**src/rtl/dhte_pkg.sv**
```systemverilog
// shared constants and codes for the double hashing table engine
package dhte_pkg;

  localparam int unsigned TableSize = 1021;
  localparam int unsigned StepPrime = 997;
  localparam int unsigned KeyBits   = 31;
  localparam int unsigned SlotBits  = 10;
  localparam int unsigned CountBits = 10;
  localparam int unsigned TagBits   = 2;
  localparam int unsigned EntryBits = TagBits + KeyBits;

  // reciprocal multiply for the two modulo reductions
  localparam int unsigned RecipShift = 40;
  localparam int unsigned RecipBits  = 31;
  localparam int unsigned ProdBits   = KeyBits + RecipBits;
  localparam int unsigned QuotBits   = ProdBits - RecipShift;
  localparam int unsigned MulBits    = QuotBits + SlotBits;
  localparam int unsigned RemBits    = SlotBits + 1;

  localparam logic [63:0] RecipHomeW = (64'd1 << RecipShift) / 64'(TableSize);
  localparam logic [63:0] RecipStepW = (64'd1 << RecipShift) / 64'(StepPrime);
  localparam logic [RecipBits-1:0] RecipHome = RecipHomeW[RecipBits-1:0];
  localparam logic [RecipBits-1:0] RecipStep = RecipStepW[RecipBits-1:0];

  localparam logic [1:0] OpInsert = 2'd0;
  localparam logic [1:0] OpRemove = 2'd1;
  localparam logic [1:0] OpSearch = 2'd2;
  localparam logic [1:0] OpHash   = 2'd3;

  localparam logic [1:0] StatOk       = 2'd0;
  localparam logic [1:0] StatNotFound = 2'd1;
  localparam logic [1:0] StatNoSlot   = 2'd2;
  localparam logic [1:0] StatInvalid  = 2'd3;

  localparam logic [TagBits-1:0] TagEmpty   = 2'd0;
  localparam logic [TagBits-1:0] TagLive    = 2'd1;
  localparam logic [TagBits-1:0] TagDeleted = 2'd2;

endpackage

```
**src/rtl/dhte_hash.sv**
```systemverilog
// three stage home slot and probe step unit using reciprocal multiplication
module dhte_hash (
  input  logic                          clk_i,
  input  logic                          rst_ni,
  input  logic                          start_i,
  input  logic [dhte_pkg::KeyBits-1:0]  key_i,
  output logic                          done_o,
  output logic [dhte_pkg::SlotBits-1:0] home_o,
  output logic [dhte_pkg::SlotBits-1:0] step_o
);

  logic                          v1_q, v2_q, v3_q;
  logic [dhte_pkg::KeyBits-1:0]  key1_q, key2_q;
  logic [dhte_pkg::ProdBits-1:0] prod_h_q, prod_s_q;
  logic [dhte_pkg::MulBits-1:0]  qm_h_q, qm_s_q;
  logic [dhte_pkg::QuotBits-1:0] quot_h, quot_s;
  logic [dhte_pkg::MulBits-1:0]  diff_h, diff_s;
  logic [dhte_pkg::RemBits-1:0]  rem_h, rem_s, red_h, red_s;
  logic [dhte_pkg::SlotBits-1:0] home_q, step_q;

  always_ff @(posedge clk_i or negedge rst_ni) begin
    if (!rst_ni) begin
      v1_q <= 1'b0;
      v2_q <= 1'b0;
      v3_q <= 1'b0;
    end else begin
      v1_q <= start_i;
      v2_q <= v1_q;
      v3_q <= v2_q;
    end
  end

  // quotient estimate is exact or one low
  assign quot_h = prod_h_q[dhte_pkg::ProdBits-1:dhte_pkg::RecipShift];
  assign quot_s = prod_s_q[dhte_pkg::ProdBits-1:dhte_pkg::RecipShift];

  assign diff_h = dhte_pkg::MulBits'(key2_q) - qm_h_q;
  assign diff_s = dhte_pkg::MulBits'(key2_q) - qm_s_q;
  assign rem_h  = diff_h[dhte_pkg::RemBits-1:0];
  assign rem_s  = diff_s[dhte_pkg::RemBits-1:0];
  assign red_h  = (rem_h >= dhte_pkg::RemBits'(dhte_pkg::TableSize)) ?
                  rem_h - dhte_pkg::RemBits'(dhte_pkg::TableSize) : rem_h;
  assign red_s  = (rem_s >= dhte_pkg::RemBits'(dhte_pkg::StepPrime)) ?
                  rem_s - dhte_pkg::RemBits'(dhte_pkg::StepPrime) : rem_s;

  always_ff @(posedge clk_i) begin
    key1_q   <= key_i;
    prod_h_q <= dhte_pkg::ProdBits'(key_i) * dhte_pkg::ProdBits'(dhte_pkg::RecipHome);
    prod_s_q <= dhte_pkg::ProdBits'(key_i) * dhte_pkg::ProdBits'(dhte_pkg::RecipStep);
    key2_q   <= key1_q;
    qm_h_q   <= dhte_pkg::MulBits'(quot_h) * dhte_pkg::MulBits'(dhte_pkg::TableSize);
    qm_s_q   <= dhte_pkg::MulBits'(quot_s) * dhte_pkg::MulBits'(dhte_pkg::StepPrime);
    home_q   <= red_h[dhte_pkg::SlotBits-1:0];
    step_q   <= dhte_pkg::SlotBits'(dhte_pkg::StepPrime) - red_s[dhte_pkg::SlotBits-1:0];
  end

  assign done_o = v3_q;
  assign home_o = home_q;
  assign step_o = step_q;

endmodule

```
**config.mk**
```make
export PLATFORM = sky130hd
export DESIGN_NAME = dhte_hash
export DESIGN_NICKNAME = d
export VERILOG_FILES = /design/src/rtl/dhte_pkg.sv /design/src/rtl/dhte_hash.sv
export SDC_FILE = /design/constraint.sdc
export NUM_CORES = 2
export LEC_CHECK = 0
export BUFFER_PORTS_ARGS = -buffer_cell sky130_fd_sc_hd__buf_2
export CAP_MARGIN = 10
export CORE_ASPECT_RATIO = 0.9
export CORE_UTILIZATION = 65
export CTS_BUF_LIST = sky130_fd_sc_hd__clkbuf_8
export DETAILED_ROUTE_END_ITERATION = 8
export PLACE_DENSITY = 0.82
export SKIP_CTS_REPAIR_TIMING = 1
export SLEW_MARGIN = 10
export SYNTH_ARGS = -nofsm -noshare
export SYNTH_HDL_FRONTEND = slang
export SYNTH_SLANG_ARGS = --single-unit
```
**constraint.sdc**
```tcl
create_clock -name clk_i -period 12.65 [get_ports clk_i]
set_clock_uncertainty 0.2 [all_clocks]
set_input_delay 0 -clock clk_i [delete_from_list [all_inputs] [get_ports clk_i]]
set_output_delay 0 -clock clk_i [all_outputs]
set_load 0.05 [all_outputs]
```
==> impl_results.md <==
- Critical path class: in -> reg
- Setup repair after global routing missed its margin: false
- Depth of the worst register-to-register path: 15
- Simple-Gate Fraction of Synth Area: 3.41%
- Worst setup margin: 4.10 ns
- Worst endpoint required time: 12.71 ns
- Syn Nets: 4039
- Launch instance of the worst register-to-register path: key2_q[0]
- Top sig layer: met5
- Number of placement rows: 71
- Worst hold path type: in -> reg
- Maximum number of pins on one net before global-route repair: 17
- Clock latency on the worst-skew pair: 0.38 ns
- Time the worst path needs with I/O delays and setup: 8.55 ns
- Fraction of the cycle the final worst path needs: 67.6%
- Slew @ Worst Pin: 0.965 ns
- Cells after DPL: 3444
- Number of global-route vias before repair: 21100
- Fraction of synthesized area in multiplexers: 0.0357%
- Length of routed met2 wiring: roughly 33000 um
- Count of maximum capacitance violations: 0
- Drc violations: 0
- Post-layout instance count excluding filler cells: approximately 3500
- Count of cell types in the netlist: 69
- Met3 wire len: 6500 um
- Status: finished, final reports clean
- Final count of pins violating max slew: 0
- Post-synthesis async set-or-reset flop share: 3.37%
- Post-synthesis adder-cell area fraction: 66.8%
- Mean area per synthesized cell: 9.86 um^2
- Final-report hold violation count: 0
- HPWL reported at the end of detailed placement: ~66000 um
- Arrival time at the worst endpoint: 8.61 ns
- Die span in x: 221 um
- Final GP Congestion: 1.03
- Clock-pin slew reported for the worst setup and hold paths after clock tree synthesis: 0.08 ns
- Crit start category: input pin
- Initial core utilization: 66.5%
- Number of instances in the synthesized netlist: 2848
- Post-synthesis cell area: 28100 um^2
- Antenna violations before repair: 4
- Number of cells on the worst hold path: 2
- Worst hold start: start_i
- Drt total wl: 72900 um
- Critical Path Sink Type: register
- Number of synthesized register bits: between 80 and 90
- Number of nets at the end of the flow: 4113
- Rel. slew slack: approximately 35%
- I/O pin cnt: 55
- DRT met1 WL: approximately 31000 um
- Antenna viol nets, final: 0
- Number of port buffers: 54
- Most common flop cell mapped by yosys: dfxtp_1
- Final-layout setup total negative slack: 0 ns
- Core ar.: 42200 um^2
- Vias: around 19000
- Max H-tree Level: 3
- Die Y-Extent: between 150 and 200 um
- Compound-gate portion of the synthesized area: approximately 4.8%
- First-pass DRT Iterations: 5
- Buffer type at the clock tree root: clkbuf_8
- Worst setup slack for register-to-register paths: 7.93 ns
- Most used cells in the layout excluding fill and tap cells: 1105 x inv_1, 586 x ha_1, 571 x fa_1, 86 x dfxtp_1, 80 x xnor2_1
- Die footprint: around 44000 um^2
- Largest family of logic cells by synthesized area: adder cells
- Remaining global-route overflow: 0
- Most common cell after layout, fill and taps aside: inv_1
- Area delta synth->final: 4.50%
- Number of DRC markers in iteration 0: ~1200
- Biggest fanout along the worst timing path: 12
- Routed vias/inst: 5.43
- Xor and xnor fraction of the mapped netlist area: 3.67%
- Sequential share of the synthesized area: under 10%
- Global-route wire length before repair: 116000 um
- Fraction of layout instances using a drive strength above 1: 2.90%
- Worst reg2reg path endpoint: step_o[7]
- Final setup vio count: 0
- Total CTS buffers: 9
- Global-route total usage across every layer: 35.5%
- Post-placement worst setup slack: 4.06 ns
- Clock buffer depth: 2
- Count of synthesis-stage warnings from yosys: 0
- Peak Freq: about 120 MHz
- TritonCTS Sinks: 89
- CTS tree: built
- Number of synthesized flops with an enable pin: 0
- Endpoint with the worst hold slack: v1_q
- Average routed wire per standard cell: 21.0 um
==> through the flow <==
step	utilization [%]	cell area, um^2	hold WS [ns]
finish	69.5	29300	0.0722
floorplan	-	28100	-0.496
global route	69.5	29300	0.0670
global placement	68.7	29000	-0.408
CTS	69.2	29200	-0.814
detailed placement	68.7	29000	-0.401
==> kinds of logic after synthesis <==
family | after synthesis
xor gates and xnor gates | 116
AOI/OAI and AO/OA | 199
and+or+nand+nor | 178
muxes | 1
buffers and inverters | 1108
adders and majority gates | 1157
DFF | 89
==> routing by layer <==
| layer | vias to the layer above | GRT usage, % |
|---|---|---|
| met5 | - | 0 |
| met4 | 4 | 10.5 |
| met3 | 127 | 8.62 |
| met2 | 678 | 57.6 |
| met1 | 9430 | 47.7 |
| li1 | 8614 | - |
==> cells in the mapped netlist, types with 8 or more instances <==
master / instances / area (um^2)
a21o_1: 33 / 248
nor2_1: 33 / 124
nand4_1: 13 / 81.3
nor3_1: 16 / 80.1
o21bai_1: 12 / 90.1
ha_1: 586 / 7330
nand3_1: 19 / 95.1
o21ai_0: 28 / 140
dfxtp_1: 86 / 1720
nand2_1: 32 / 120
nand2b_1: 8 / 50.1
inv_1: 1103 / 4140
and3_1: 9 / 56.3
fa_1: 571 / 11400
xor2_1: 34 / 298
xnor2_1: 80 / 701
o21a_1: 11 / 82.6
a21oi_1: 55 / 275
==> final cells by class <==
cell class / instances / area, um^2
diodes: 1 / 2.50
well taps: 547 / 684
multi-input cells: 1651 / 22100
clock inverters: 6 / 58.8
flip-flops and latches: 89 / 1800
fillers: 3140 / 12900
repair buffers: 68 / 410
clock buffers: 10 / 138
inverters: 1103 / 4140
==> how the worst max path moves through the flow <==
stage          slack, ns       from      endpoint
6_report            4.10  key_i[10]  prod_s_q[49]
5_1_grt             3.69  key_i[10]  prod_s_q[49]
4_1_cts             4.46  key_i[10]  prod_s_q[49]
3_5_place_dp        4.06  key_i[10]  prod_s_q[49]
3_3_place_gp        4.08  key_i[16]  prod_s_q[49]
2_1_floorplan       6.30  key_i[24]  prod_s_q[49]
==> registers in the layout (all words and copies together), names as in the netlist <==
signal / cells
prod_h_q: 12
key2_q: 11
prod_s_q: 11
qm_h_q: 11
qm_s_q: 11
home_o: 10
key1_q: 10
step_o: 10
done_o: 1
v1_q: 1
v2_q: 1
==> critical path, stage by stage <==
cell           delay, ns
dlygate4sd3_1       0.54
buf_2               0.38
inv_1               0.29
fa_1                0.75
inv_1               0.10
fa_1                0.44
fa_1                0.48
inv_1               0.05
fa_1                0.54
inv_1               0.07
fa_1                0.50
inv_1               0.05
fa_1                0.46
fa_1                0.55
inv_1               0.04
ha_1                0.29
and4_1              0.26
nand4_1             0.19
nor4_2              0.63
nor4_1              0.18
o211ai_1            0.82
a31oi_1             0.30
o21ai_0             0.28
or2_2               0.17
a21oi_1             0.07
xnor2_1             0.12
Power is not shown: default switching activity piles up to over one toggle a cycle in this logic, so the estimate is an artifact.
